===== config.mk =====
export PLATFORM = sky130hd
export DESIGN_NAME = tsg3_decode_flat
export DESIGN_NICKNAME = d
export VERILOG_FILES = /design/src/tsg3_pkg.sv /design/src/tsg3_if.sv /design/src/tsg3_decode.sv /design/src/flat_wrapper.sv
export SDC_FILE = /design/constraint.sdc
export NUM_CORES = 1
export LEC_CHECK = 0
export ABC_AREA = 1
export BUFFER_PORTS_ARGS = -buffer_cell sky130_fd_sc_hd__buf_2
export CAP_MARGIN = 20
export CORE_ASPECT_RATIO = 0.75
export CORE_MARGIN = 8
export CORE_UTILIZATION = 50
export DETAILED_ROUTE_END_ITERATION = 8
export PLACE_DENSITY = 0.76
export SYNTH_ARGS = -nofsm -noshare
export SYNTH_HDL_FRONTEND = slang
export SYNTH_SLANG_ARGS = --single-unit

===== constraint.sdc =====
create_clock -name clock -period 2.3 [get_ports clock]
set_input_delay 0.115 -clock clock [delete_from_list [all_inputs] [get_ports clock]]
set_output_delay 0.115 -clock clock [all_outputs]
set_load 0.03 [all_outputs]

===== src/tsg3_pkg.sv =====
// Package: shared types, symbol codes and constants for the turtle segment generator.
`default_nettype none
package tsg3_pkg;

   localparam int StackDepth = 32;
   localparam int LevelWidth = $clog2(StackDepth + 1);
   localparam int AddrWidth  = (StackDepth > 1) ? $clog2(StackDepth) : 1;
   localparam int QueueDepth = 2;

   localparam logic signed [15:0] OneQ14 = 16'sd16384;

   localparam logic [7:0] SymForward  = 8'h46; // F
   localparam logic [7:0] SymPitchUp  = 8'h5e; // ^
   localparam logic [7:0] SymPitchDn  = 8'h76; // v
   localparam logic [7:0] SymYawL     = 8'h3e; // >
   localparam logic [7:0] SymYawR     = 8'h3c; // <
   localparam logic [7:0] SymRollP    = 8'h2b; // +
   localparam logic [7:0] SymRollM    = 8'h2d; // -
   localparam logic [7:0] SymPush     = 8'h5b; // [
   localparam logic [7:0] SymPop      = 8'h5d; // ]

   localparam logic [1:0] CsrCos  = 2'd0;
   localparam logic [1:0] CsrSin  = 2'd1;
   localparam logic [1:0] CsrStep = 2'd2;

   localparam logic [1:0] StatusSegment   = 2'd0;
   localparam logic [1:0] StatusOverflow  = 2'd1;
   localparam logic [1:0] StatusUnderflow = 2'd2;

   typedef enum logic [2:0] {
      OP_NOP,
      OP_FORWARD,
      OP_ROTATE,
      OP_PUSH,
      OP_POP
   } op_type;

   // Which row pair a rotation mixes: (r0, r1) -> (c r0 + s r1, -s r0 + c r1)
   typedef enum logic [1:0] {
      AXIS_Z,   // rows 0,1
      AXIS_Y,   // rows 2,0
      AXIS_X    // rows 1,2
   } axis_type;

   typedef struct packed {
      op_type   op;
      axis_type axis;
      logic     negate;
      logic     home;
   } cmd_type;

   typedef struct packed {
      logic [1:0]         status;
      logic signed [31:0] start_x;
      logic signed [31:0] start_y;
      logic signed [31:0] start_z;
      logic signed [31:0] end_x;
      logic signed [31:0] end_y;
      logic signed [31:0] end_z;
   } result_type;

   function automatic logic signed [15:0] sat16(input logic signed [33:0] v);
      logic signed [33:0] hi;
      logic signed [33:0] lo;
      hi = 34'sd32767;
      lo = -34'sd32768;
      if (v > hi) return 16'sh7fff;
      else if (v < lo) return 16'sh8000;
      else return v[15:0];
   endfunction

   function automatic logic signed [31:0] sat32(input logic signed [32:0] v);
      if (v[32] != v[31]) return v[32] ? 32'sh8000_0000 : 32'sh7fff_ffff;
      else return v[31:0];
   endfunction

endpackage
`default_nettype wire


===== src/tsg3_if.sv =====
// Interfaces: valid/ready channels for symbols, results and register writes.
`default_nettype none
interface tsg3_req_if;
   logic       valid;
   logic       ready;
   logic [7:0] symbol;
   logic       new_string;
   modport source (output valid, output symbol, output new_string, input ready);
   modport sink (input valid, input symbol, input new_string, output ready);
endinterface

`default_nettype wire


===== src/tsg3_decode.sv =====
// Front end: classifies symbols and queues decoded commands.
`default_nettype none
module tsg3_decode (
   input  wire logic           clock,
   input  wire logic           reset,
   tsg3_req_if.sink            req,
   output tsg3_pkg::cmd_type   cmd,
   output logic                cmd_valid,
   input  wire logic           cmd_take
);
   tsg3_pkg::cmd_type cmd_in;
   tsg3_pkg::cmd_type queue_ff [tsg3_pkg::QueueDepth];
   logic [1:0] count_ff, count_in;
   logic       push;

   always_comb begin
      cmd_in.op = tsg3_pkg::OP_NOP;
      cmd_in.axis = tsg3_pkg::AXIS_Z;
      cmd_in.negate = 1'b0;
      cmd_in.home = req.new_string;
      case (req.symbol)
         tsg3_pkg::SymForward: cmd_in.op = tsg3_pkg::OP_FORWARD;
         tsg3_pkg::SymPitchUp: cmd_in.op = tsg3_pkg::OP_ROTATE;
         tsg3_pkg::SymPitchDn: begin
            cmd_in.op = tsg3_pkg::OP_ROTATE; cmd_in.negate = 1'b1;
         end
         tsg3_pkg::SymYawL: begin
            cmd_in.op = tsg3_pkg::OP_ROTATE; cmd_in.axis = tsg3_pkg::AXIS_Y;
         end
         tsg3_pkg::SymYawR: begin
            cmd_in.op = tsg3_pkg::OP_ROTATE; cmd_in.axis = tsg3_pkg::AXIS_Y;
            cmd_in.negate = 1'b1;
         end
         tsg3_pkg::SymRollP: begin
            cmd_in.op = tsg3_pkg::OP_ROTATE; cmd_in.axis = tsg3_pkg::AXIS_X;
         end
         tsg3_pkg::SymRollM: begin
            cmd_in.op = tsg3_pkg::OP_ROTATE; cmd_in.axis = tsg3_pkg::AXIS_X;
            cmd_in.negate = 1'b1;
         end
         tsg3_pkg::SymPush: cmd_in.op = tsg3_pkg::OP_PUSH;
         tsg3_pkg::SymPop:  cmd_in.op = tsg3_pkg::OP_POP;
         default: cmd_in.op = tsg3_pkg::OP_NOP;
      endcase
   end

   assign req.ready = (count_ff != 2'd2);
   assign push = req.valid && req.ready;
   assign cmd_valid = (count_ff != 2'd0);
   assign cmd = queue_ff[0];

   always_comb begin
      count_in = count_ff;
      if (push && !(cmd_take && cmd_valid)) count_in = count_ff + 2'd1;
      else if (!push && cmd_take && cmd_valid) count_in = count_ff - 2'd1;
   end

   always_ff @(posedge clock) begin
      if (reset) count_ff <= 2'd0;
      else count_ff <= count_in;
   end

   always_ff @(posedge clock) begin
      if (cmd_take && cmd_valid) begin
         queue_ff[0] <= queue_ff[1];
         if (push) begin
            if (count_ff == 2'd2) queue_ff[1] <= cmd_in;
            else queue_ff[0] <= cmd_in;
         end
      end else if (push) begin
         if (count_ff == 2'd0) queue_ff[0] <= cmd_in;
         else queue_ff[1] <= cmd_in;
      end
   end

   a_count_bound: assert property (@(posedge clock) disable iff (reset)
      count_ff != 2'd3) else $error("queue count out of range");
   a_full_stall: assert property (@(posedge clock) disable iff (reset)
      count_ff == 2'd2 |-> !req.ready) else $error("accept while full");
   a_count_move: assert property (@(posedge clock) disable iff (reset)
      (push && !cmd_take) |=> count_ff != 2'd0) else $error("lost entry");
endmodule
`default_nettype wire


===== src/flat_wrapper.sv =====
// flat-port wrapper written by rule: the top's interface ports become plain ports
module tsg3_decode_flat 
  (clock, reset, cmd, cmd_valid, cmd_take, req_valid, req_symbol, req_new_string, req_ready);
  tsg3_req_if req_i ();
  input  wire logic clock;
  input  wire logic reset;
  output tsg3_pkg::cmd_type cmd;
  output logic cmd_valid;
  input  wire logic cmd_take;
  input wire logic [$bits(req_i.valid)-1:0] req_valid;
  input wire logic [$bits(req_i.symbol)-1:0] req_symbol;
  input wire logic [$bits(req_i.new_string)-1:0] req_new_string;
  output wire logic [$bits(req_i.ready)-1:0] req_ready;
  assign req_i.valid = req_valid;
  assign req_i.symbol = req_symbol;
  assign req_i.new_string = req_new_string;
  assign req_ready = req_i.ready;
  tsg3_decode u_core (.clock(clock), .reset(reset), .req(req_i), .cmd(cmd), .cmd_valid(cmd_valid), .cmd_take(cmd_take));
endmodule

Yosys cells after proc, flatten, opt, wreduce, memory -nomap -nowiden:

Memories as Yosys holds them, arrays and structs flattened.
Index checks and enable logic that the tools add are counted.

* bits in registers: 2
* bits in writable memories: 14
* memories kept: 1

* add/subtract/negate cells: 2
* eq/ne operators: 11
* muxes and demuxes: 29
* bitwise gates (word level): 3
* reduce and logical (&&, ||, !) cells: 15

Memory list
* u_core.queue_ff: depth 2, bits a word 7, rd ports 2, clocked after memory_dff 0, wr ports 1, RTL line tsg3_decode.sv:12 `tsg3_pkg::cmd_type queue_ff [tsg3_pkg::QueueDepth];`

Operators by type and width (number)
* == test 8 x 7 -> 1 bit (second input constant): 5
* == test 8 x 6 -> 1 bit (second input constant): 4
* 2-to-1 mux 7 bit: 4
* 2-to-1 mux 1 bit: 21
* one-hot mux 3 bit (4 select lines): 1
* OR reduction 7 bit: 1
* OR reduction 6 bit: 1
* logical AND 1 bit: 5
* 2-to-1 mux 2 bit: 2
* one-hot mux 2 bit (2 select lines): 1
* nonzero test 2 bit: 2
* OR reduction 2 bit: 2
* bitwise OR 1 bit: 3
* OR reduction 3 bit: 1
* adder 2 x 1 -> 2 bit (second input constant): 1
* == test 2 bit (second input constant): 1
* zero test 1 bit: 2
* zero test 2 bit: 1
* inequality test 2 bit (second input constant): 1
* subtractor 2 x 1 -> 2 bit (second input constant): 1

Depth between registers and ports, before layout:

Gate-level depths: netlist of run 1.

* depth in word-level cells: 8
* gate-level depth with buffers: 9
* depth with buffers taken out: 9

Worst setup path before layout of run 1:

No wires, ideal clock.

* path type: reg2reg
* start: register u_core.count_ff[0]
* end: memory u_core.queue_ff[0][0] (netlist bit), enable pin
* setup time: 0.381 ns
* data arrival time: 1.288 ns
* required time: 1.919 ns
* path slack: 0.632 ns
* stages on the path, launching flop included: 4
* path buffers: 0
* clock period less this slack: 1.668 ns
* path through: dfxtp_1 inv_2 nand2_1 o21ai_0

RTL lines
* start: declaration: RTL line tsg3_decode.sv:13 `logic [1:0] count_ff, count_in;`
* start signal: assignment: RTL line tsg3_decode.sv:60 `else count_ff <= count_in;`
* nonzero test 2 bit *: RTL line tsg3_decode.sv:49 `assign cmd_valid = (count_ff != 2'd0);`
* named net cmd_valid: RTL line flat_wrapper.sv:8 `output logic cmd_valid;`
* logical AND 1 bit *: RTL line tsg3_decode.sv:64 `if (cmd_take && cmd_valid) begin`
* 2-to-1 mux 1 bit: RTL line tsg3_decode.sv:64
* 2-to-1 mux 1 bit (on tied branches)
* bitwise OR 1 bit (no line)
* OR reduction 7 bit (no line) or bitwise OR 1 bit (tied branches)
* 2-to-1 mux 1 bit (no line)
* end: declaration: RTL line tsg3_decode.sv:12

The timed path passes the listed nets; every way through them passes the cells marked *.

Worst setup path in the final report of run 1:

* start: register u_core.count_ff[1]
* end: output cmd_valid

* word-level cells in the longest chain between the ends: 1

Ends and longest elaborated chain (RTL line)
* nonzero test 2 bit: tsg3_decode.sv:49
* end: declaration: flat_wrapper.sv:8

Every way passes these cells.

==> results by group, run 1 <==
Outcome
  – Outcome: completed

CTS
  – Clk slew on worst S/H paths: 90 ps
  – # hold bufs at CTS: 0
  – Resized cells post-CTS: 0
  – CTS tree: built
  – Setup repair bufs after CTS: 0
  – CTS sink cnt: 16
  – Root Driver: clkbuf_4
  – Worst skew pair latency: 280 ps
  – H-Tree Depth: 1
  – Clock Tree Buf Depth: 2
  – TritonCTS buffer count: 3

Timing
  – Final Cycle Share: 52.0%
  – Slew at the pin with the worst max-slew slack: 246 ps
  – TNS Setup: 0 ps
  – Final worst slack: 1100 ps
  – RSZ-0062 raised after global routing: false
  – Final Skew: 2.71 ps
  – Final period demand of the worst path: 1200 ps
  – Final Hold Fails: 0
  – Final setup violation count: 0
  – Slew HR: 83.6%
  – Achievable Freq: 836 MHz
  – Max-slew violations: 0

Routing
  – Vias: 699
  – Per-cell routed wire length: 10.9 µm
  – Routed WL: 1640 µm
  – ANT nets after route: 0
  – DR DRC count: 0
  – Number of iterations in the first detailed-routing pass: 4
  – DR iter-0 viols: 14
  – Drt via density: 4.63

Critical path
  – Endpoint class of the critical path: output port
  – CP max FO: 4
  – Delay-heaviest family, CP: flip-flops
  – CP startpoint kind: flop
  – Crit-path cells: inv_1, nand2_1, buf_2
  – Slowest stage cell, crit path: dfxtp_1
  – Req. time, crit path: 2180 ps
  – Crit path kind: reg -> out
  – WP buf/inv: 2
  – CP Data Arrival Time: 1080 ps
  – CP peak stage delay: 400 ps

Power and ir drop
  – Tot Pwr: 0.657 mW
  – PwrDens: 593 nW/µm²
  – Pleak: 0.552 nW
  – Max VDD drop: 0.000316 V

Yosys
  – Primary FF master, synth: edfxtp_1
  – Asr flop ratio synth: 0%
  – Seq/Total Area, Yosys: 46.9%
  – Synth area leaders: edfxtp_1 43%, nand2_1 11%, nand2_2 5.7%
  – Synthesized flop and latch total: 16
  – Netlist cell types: 25
  – Synth Cell Area: 982 µm²
  – Yosys warnings: 0
  – Top cell type's share of synthesized area: 42.8%
  – Number of enable flip-flop cells after synthesis: 14
  – Cell count after synthesis: 108
  – Post-Syn Nets: 121
  – Mean Syn Cell Area: 9.09 µm²
  – Yosys top cell by area: edfxtp_1

Cells and area
  – Diode count: 0
  – Most common cell after layout, fill and taps aside: nand2_1
  – Layout Nets: 141
  – Layout cells sized above 1: 44.1%
  – Area Growth Syn to Fin: 12.9%
  – Most frequent cells in the layout: 28 x nand2_1, 21 x buf_2, 14 x edfxtp_1, 11 x inv_1, 9 x nand2_2
  – Fillers: 176

GRT
  – Pin count of the biggest net entering global routing: 10
  – Congestion Overflow GR: 0
  – Global-route wire length before repair: 2830 µm
  – Antenna violations before repair: 0
  – Vias in the first global route: 703
  – All-Layer GR Usage: 10.1%

Placement
  – PortBufs: 21
  – Detailed placer's ending HPWL: 1450 µm
  – Placement Setup Slack: 1100 ps
  – Placer Congestion: 0.753

Floorplan
  – Initial Utilization: 51.0%
  – Die X-Extent: 67.2 µm
  – Die area: 3650 µm²
  – Die H: 54.4 µm
  – IO Count: 22
  – Row cnt: 14
  – Core Area: 1930 µm²

Job
  – Max Cap Violations: 0

Min path
  – HP Class: in -> reg
==> where the power goes <==
group          internal, mW  switching (mW)  leakage [nW]
registers             0.339         0.00561         0.140
logic                0.0404          0.0941         0.391
clock network        0.0963          0.0817        0.0210
total                 0.476           0.181         0.552
==> cell type report <==
cell class | count | area (µm²) | share of cell area [%]
inverters | 19 | 72.6 | 6.55
multi-input cells | 66 | 397 | 35.8
well taps | 24 | 30.0 | 2.71
repair buffers | 22 | 113 | 10.2
clock buffers | 4 | 36.3 | 3.27
flip-flops and latches | 16 | 460 | 41.5
==> cell families after synthesis <==
logic type,count (synthesis),share of synthesized area [%]
buffers and inverters,26,12.7
AND/OR/NAND/NOR,56,33.6
flip-flops,16,46.9
AO/OA/AOI/OAI,10,6.75
==> routing by layer <==
metal | global-route usage [%] | part of all wire, % | wire, µm
met5 | 0 | 0 | 0
met4 | 6.23 | 1.4 | 23
met3 | 2.04 | 5.7 | 94
met2 | 16.5 | 47 | 778
met1 | 12.3 | 45 | 747
==> worst register-to-register path: stages, from the launching register on <==
cell and delay, ps:
dfxtp_1 360, inv_2 80, nand2_4 80, o21ai_4 80, nor2_8 130, inv_2 90, nand2_1 70, nand2_1 60
==> sequential cells by signal, summed over array words and instances, names as in the netlist <==
signal,flops
u_core.queue_ff,14
u_core.count_ff,2
==> cell usage after synthesis (all sizes together) (2+ instances only) <==
cell type,count
buf,7
dfxtp,2
edfxtp,14
inv,18
nand2,38
nand3,4
nor2,10
o21ai,8
==> final timing paths <==
path / startpoint / to / slack, ps / cells after the start
worst max-delay path: u_core.count_ff[1]$_SDFFE_PP0P_ / cmd_valid / 1100 / 3
worst min-delay path: req_new_string / u_core.queue_ff[0][7]$_DFFE_PP_ / 30 / 1
worst max register to register: u_core.count_ff[0]$_SDFFE_PP0P_ / u_core.queue_ff[0][4]$_DFFE_PP_ / 1110 / 7
worst min register to register: u_core.queue_ff[0][9]$_DFFE_PP_ / u_core.queue_ff[0][2]$_DFFE_PP_ / 520 / 2
==> metrics by stage <==
stage	cell area (µm²)	instances	hold slack, ps	utilization (%)
global route	1110	151	11.7	57.5
floorplan	982	108	214	-
finish	1110	151	32.6	57.5
detailed placement	1070	147	323	55.6
global placement	1070	147	318	55.6
CTS	1110	151	21.6	57.5
Note: power is estimated with default switching activity, not from simulation.
==> run 2: changes to the inputs <==
- clock period: 2.3 -> 1.24 ns (I/O delays scaled with it)
==> results by group, run 2 (synthesized netlist as in run 1, its figures left out) <==
Cells and area
  – Layout cells sized above 1: 44.9% (+0.79 points)
  – Max reg flops: 14 (unchanged)
  – Largest register by flop count: u_core.queue_ff
  – Most common cell after layout, fill and taps aside: nand2_1
  – Most frequent cells in the layout: 27 x nand2_1, 21 x buf_2, 14 x edfxtp_1, 11 x inv_1, 10 x nand2_2
  – Design area: 1120 µm² (+0.68%)
  – Fillers: 176 (unchanged)
  – Area Growth Syn to Fin: 13.6%
  – Diode count: 0 (unchanged)
  – Layout Nets: 141 (unchanged)
  – Top flop regs: u_core.queue_ff: 14 flops, u_core.count_ff: 2 flops

Timing
  – RSZ-0062 raised after global routing: false
  – TNS Setup: 0 ps (unchanged)
  – Slew HR: 81.3% (-2.2 points)
  – Hold_ws: 45.4 ps (+12.8 ps)
  – Achievable Freq: 865 MHz
  – Final Skew: 4.30 ps (+1.59 ps)
  – Final Cycle Share: 93.3%
  – Final setup violation count: 0 (unchanged)
  – Final period demand of the worst path: 1160 ps
  – Final Hold Fails: 0 (unchanged)
  – Slew at the pin with the worst max-slew slack: 279 ps (+33.4 ps)
  – Max-slew violations: 0 (unchanged)

Power and ir drop
  – Clk pwr share: 23.5% (-3.6 points)
  – Max VDD drop: 0.000453 V (+43%)
  – Pleak: 0.548 nW (-0.66%)
  – Sequential share of power: 54.7% (+2.3 points)
  – Gate power share: 21.8% (+1.3 points)
  – PwrDens: 1050 nW/µm² (+77%)
  – Int Pwr: 0.822 mW (+73%)
  – P_sw: 0.346 mW (+91%)
  – Sw Share: 29.6% (+2.0 points)

Critical path
  – WP buf/inv: 2 (unchanged)
  – CP peak stage delay: 400 ps (about the same)
  – WP depth: 3 (unchanged)
  – Reg2Reg Setup Slack: 100 ps (-1010 ps)
  – Worst r2r src: u_core.count_ff[0]$_SDFFE_PP0P_
  – Req. time, crit path: 1180 ps (-1000 ps)
  – Delay-heaviest family, CP: flip-flops
  – Reg2reg end: u_core.queue_ff[0][4]$_DFFE_PP_
  – CP startpoint kind: flop
  – Endpoint class of the critical path: output port
  – CP Data Arrival Time: 1090 ps (about the same)
  – CP max FO: 4 (unchanged)
  – FF-to-FF path depth: 7 (unchanged)
  – Crit path kind: reg -> out
  – Slowest stage cell, crit path: dfxtp_1
  – Worst setup path endpoint: cmd_valid
  – Critical Path Start: u_core.count_ff[1]$_SDFFE_PP0P_
  – Crit-path cells: inv_1, nand2_2, buf_2

Placement
  – Dpl cell area: 1080 µm² (+0.58%)
  – Detailed placer's ending HPWL: 1400 µm (-3.3%)
  – PortBufs: 21 (unchanged)
  – Placer Congestion: 0.789 (+4.7%)

Floorplan
  – Initial Utilization: 51.0% (unchanged)
  – Row cnt: 14 (unchanged)
  – IO Count: 22 (unchanged)
  – Die X-Extent: 67.2 µm (unchanged)
  – Die H: 54.4 µm (unchanged)
  – Die area: 3650 µm² (unchanged)
  – Core Area: 1930 µm² (unchanged)

Routing
  – DR DRC count: 0 (unchanged)
  – Per-cell routed wire length: 10.9 µm (+0.30%)
  – Routed WL: 1650 µm (+0.30%)
  – ANT nets after route: 0 (unchanged)
  – Vias: 695 (-0.57%)
  – DR iter-0 viols: 8 (-6)
  – Number of iterations in the first detailed-routing pass: 4 (unchanged)
  – Drt via density: 4.60 (-0.57%)

CTS
  – H-Tree Depth: 1 (unchanged)
  – Clock Tree Buf Depth: 2 (unchanged)
  – TritonCTS buffer count: 3 (unchanged)
  – Clk slew on worst S/H paths: 90 ps (about the same)
  – Worst skew pair latency: 280 ps (about the same)
  – Root Driver: clkbuf_4
  – CTS sink cnt: 16 (unchanged)
  – CTS tree: built

GRT
  – Pin count of the biggest net entering global routing: 10 (unchanged)
  – All-Layer GR Usage: 9.55% (-0.59 points)
  – Vias in the first global route: 701 (-0.28%)
  – Congestion Overflow GR: 0 (unchanged)
  – Antenna violations before repair: 0 (unchanged)
  – Global-route wire length before repair: 2750 µm (-2.7%)

Outcome
  – Outcome: completed

Job
  – Max Cap Violations: 0 (unchanged)

Min path
  – HP Class: in -> reg
[run 2: cell types whose count changed in the layout (fill, tap and decap cells not counted)]
cell,change
dlygate4sd3_1,+1
nand2_2,+1
clkinv_1,+1
nand2_1,-1
dfxtp_1,-1
o21ai_4,+1
buf_4,-1
o21ai_0,-1
dfxtp_2,+1
clkbuf_8,-1
[run 2: layout make-up]
class / count / area, µm² / share of cell area [%]
flip-flops and latches: 16 / 462 / 41.4
multi-input cells: 66 / 410 / 36.8
repair buffers: 22 / 115 / 10.3
inverters: 19 / 72.6 / 6.50
well taps: 24 / 30.0 / 2.69
clock buffers: 3 / 22.5 / 2.02
clock inverters: 1 / 3.75 / 0.336
[run 2: worst min-delay path, delay by kind of cell]
kind | cells | cell delay (ps)
buffers and inverters | 2 | 120
AO/OA/AOI/OAI | 2 | 110
[run 2: how the worst min path moves through the flow]
stage / from / cells after the start / slack [ps] / to
after floorplan: req_new_string / 0 / 160 / u_core.queue_ff[0][7]$_DFFE_PP_
after global placement: req_new_string / 1 / 260 / u_core.queue_ff[0][7]$_DFFE_PP_
after detailed placement: req_new_string / 1 / 260 / u_core.queue_ff[0][7]$_DFFE_PP_
after CTS: reset / 4 / 40 / u_core.count_ff[0]$_SDFFE_PP0P_
after global routing: reset / 4 / 40 / u_core.count_ff[0]$_SDFFE_PP0P_
final: reset / 4 / 50 / u_core.count_ff[0]$_SDFFE_PP0P_
[run 2: repair_timing]
action                                 4_1_cts  5_1_grt
setup buffers                                0        0
gates resized for setup                      0        1
setup endpoints to repair                    0        5
hold buffers                                 1        0
endpoints found under the hold margin        1        0
[run 2: per-stage QoR]
step / power (mW) / instances / utilization [%] / setup slack [ps]
2_1_floorplan: 0.863 / 108 / - / 52.6
3_3_place_gp: 0.899 / 146 / 56.0 / 110
4_1_cts: 1.18 / 151 / 57.9 / 56.4
3_5_place_dp: 0.907 / 146 / 56.0 / 69.3
6_report: 1.17 / 151 / 57.9 / 83.6
5_1_grt: 1.23 / 151 / 57.9 / 5.50
[run 2: power by group through the flow]
stage	logic, mW	clock network [mW]	registers [mW]
3_3_place_gp	0.248	0	0.650
3_5_place_dp	0.255	0	0.652
6_report	0.255	0.274	0.639
5_1_grt	0.276	0.307	0.644
4_1_cts	0.258	0.285	0.640
2_1_floorplan	0.213	0	0.650
[run 2: per-layer routing]
layer  part of all wire, %  track usage [%]  up-vias
met2                    49             16.6       19
met5                     0                0        -
met4                     0             4.15        0
met3                   5.4             2.45        0
met1                    46             11.0      302
li1                      -                -      374
==> run 3: changes to the inputs <==
--- a/constraint.sdc
+++ b/constraint.sdc
@@ -3,2 +3,2 @@
 set_output_delay 0.062 -clock clock [all_outputs]
-set_load 0.03 [all_outputs]
+set_load 0.1 [all_outputs]
==> results by group, run 3 (synthesized netlist as in run 1, its figures left out) <==
Min path
  – Worst Hold Endpoint: u_core.count_ff[1]$_SDFFE_PP0P_
  – Hold_sp: reset
  – HP Class: in -> reg
  – Hold path depth: 4 (unchanged)

Timing
  – TNS Setup: 0 ps (unchanged)
  – Final Cycle Share: 93.7% (+0.48 points)
  – Final period demand of the worst path: 1160 ps (+5.91 ps)
  – Max-slew violations: 0 (unchanged)
  – Hold_ws: 46.8 ps (+1.37 ps)
  – Achievable Freq: 860 MHz (-0.51%)
  – Final Skew: 4.15 ps (-0.156 ps)
  – Slew at the pin with the worst max-slew slack: 490 ps (+211 ps)
  – Final setup violation count: 0 (unchanged)
  – RSZ-0062 raised after global routing: false
  – Slew HR: 67.5% (-14 points)
  – Final Hold Fails: 0 (unchanged)

CTS
  – TritonCTS buffer count: 3 (unchanged)
  – Clock Tree Buf Depth: 2 (unchanged)
  – Worst skew pair latency: 270 ps (about the same)
  – Root Driver: clkbuf_4
  – Clk slew on worst S/H paths: 90 ps (about the same)
  – CTS sink cnt: 16 (unchanged)
  – H-Tree Depth: 1 (unchanged)
  – Setup repair bufs after CTS: 0 (unchanged)
  – CTS tree: built

GRT
  – Top Usage Layer GRT: met2
  – All-Layer GR Usage: 9.96% (+0.41 points)
  – Pin count of the biggest net entering global routing: 10 (unchanged)
  – Antenna violations before repair: 0 (unchanged)
  – Global-route wire length before repair: 2850 µm (+3.5%)
  – Vias in the first global route: 680 (-3.0%)
  – Met3 Use GR: 2.25% (-0.20 points)
  – Congestion Overflow GR: 0 (unchanged)
  – M1 GR Usage: 12.1% (+1.0 points)
  – GR Layer Usage met2: 17.4% (+0.79 points)

Critical path
  – Reg2reg end: u_core.queue_ff[0][0]$_DFFE_PP_
  – Reg2Reg Setup Slack: 80 ps (-20 ps)
  – CP peak stage delay: 360 ps (-40 ps)
  – WP buf/inv: 2 (unchanged)
  – CP startpoint kind: flop
  – FF-to-FF path depth: 7 (unchanged)
  – Endpoint class of the critical path: flop
  – CP Data Arrival Time: 1200 ps (+110 ps)
  – Crit path kind: reg -> reg
  – Req. time, crit path: 1270 ps (+90 ps)
  – Crit-path cells: inv_4, nand2_8, o21ai_4, nor2_8, inv_4, nand2_1, nand2_1
  – Critical Path Start: u_core.count_ff[0]$_SDFFE_PP0P_
  – Delay-heaviest family, CP: flip-flops
  – CP max FO: 8 (+4)
  – Slowest stage cell, crit path: dfxtp_2
  – Worst r2r src: u_core.count_ff[0]$_SDFFE_PP0P_

Power and ir drop
  – Tot Pwr: 1.36 mW (+16%)
  – PwrDens: 1160 nW/µm² (+11%)
  – Pleak: 0.562 nW (+2.6%)
  – Max VDD drop: 0.000619 V (+37%)

Placement
  – Placed Instances: 146 (unchanged)
  – Placer Congestion: 0.756 (-4.2%)
  – Detailed placer's ending HPWL: 1440 µm (+3.0%)
  – PortBufs: 21 (unchanged)

Cells and area
  – Layout Nets: 141 (unchanged)
  – Largest register by flop count: u_core.queue_ff
  – Diode count: 0 (unchanged)
  – Post-route insts no fill: 151 (unchanged)
  – Most common cell after layout, fill and taps aside: nand2_1
  – Layout cells sized above 1: 45.7% (+0.79 points)
  – Final core occ: 61.0% (+3.1 points)
  – Max reg flops: 14 (unchanged)
  – Top flop regs: u_core.queue_ff: 14 flops, u_core.count_ff: 2 flops
  – Most frequent cells in the layout: 27 x nand2_1, 19 x buf_2, 14 x edfxtp_1, 11 x inv_1, 9 x nand2_2
  – Area Growth Syn to Fin: 19.6%

Routing
  – Drt via density: 4.70 (+2.0%)
  – DR DRC count: 0 (unchanged)
  – Number of iterations in the first detailed-routing pass: 4 (unchanged)
  – DR iter-0 viols: 12 (+4)
  – Vias: 709 (+2.0%)
  – Per-cell routed wire length: 10.8 µm (-0.97%)
  – Routed WL: 1630 µm (-0.97%)
  – ANT nets after route: 0 (unchanged)

Floorplan
  – Die X-Extent: 67.2 µm (unchanged)
  – Core Area: 1930 µm² (unchanged)
  – Die H: 54.4 µm (unchanged)
  – Die area: 3650 µm² (unchanged)
  – Initial Utilization: 51.0% (unchanged)
  – IO Count: 22 (unchanged)
  – Row cnt: 14 (unchanged)

Outcome
  – Outcome: completed

Job
  – Max Cap Violations: 0 (unchanged)
run 3: how the worst max path moves through the flow:
stage	endpoint	slack, ps	depth (start not counted)
floorplan	u_core.queue_ff[0][1]$_DFFE_PP_	-10	7
global placement	u_core.queue_ff[0][3]$_DFFE_PP_	80	7
detailed placement	u_core.queue_ff[0][2]$_DFFE_PP_	70	7
CTS	u_core.queue_ff[0][2]$_DFFE_PP_	60	7
global route	u_core.queue_ff[0][2]$_DFFE_PP_	9	3
finish	u_core.queue_ff[0][0]$_DFFE_PP_	80	7
run 3: through the flow:
step	worst slack, ps	area [µm²]
global route	8.66	1170
CTS	62.4	1170
finish	77.7	1170
floorplan	-9.57	1030
global placement	84.5	1140
detailed placement	68.4	1140
run 3: timing repair:
action | CTS | global route
endpoints found under the hold margin | 1 | 0
hold buffers | 1 | 0
resized for setup | 0 | 0
run 3: area by class of cell:
| cell class | instances | area (µm²) |
|---|---|---|
| inverters | 19 | 77.6 |
| well taps | 24 | 30.0 |
| multi-input cells | 66 | 433 |
| repair buffers | 22 | 145 |
| fillers | 164 | 752 |
| flip-flops and latches | 16 | 463 |
| clock buffers | 4 | 26.3 |
run 3: power by group:
| part | internal [mW] | switching [mW] | leakage (nW) |
|---|---|---|---|
| clock network | 0.124 | 0.151 | 0.0150 |
| logic | 0.0926 | 0.351 | 0.407 |
| registers | 0.629 | 0.0119 | 0.140 |
run 3: tightest hold or removal path: cells and delay by family:
kind | cells | cell delay, ps
AO/OA/AOI/OAI | 2 | 120
buffers and inverters | 2 | 100
run 3: routing by layer:
metal	up-vias	routed length (µm)
met2	19	759
met5	-	0
met3	0	76
met1	309	796
met4	0	0
li1	381	-
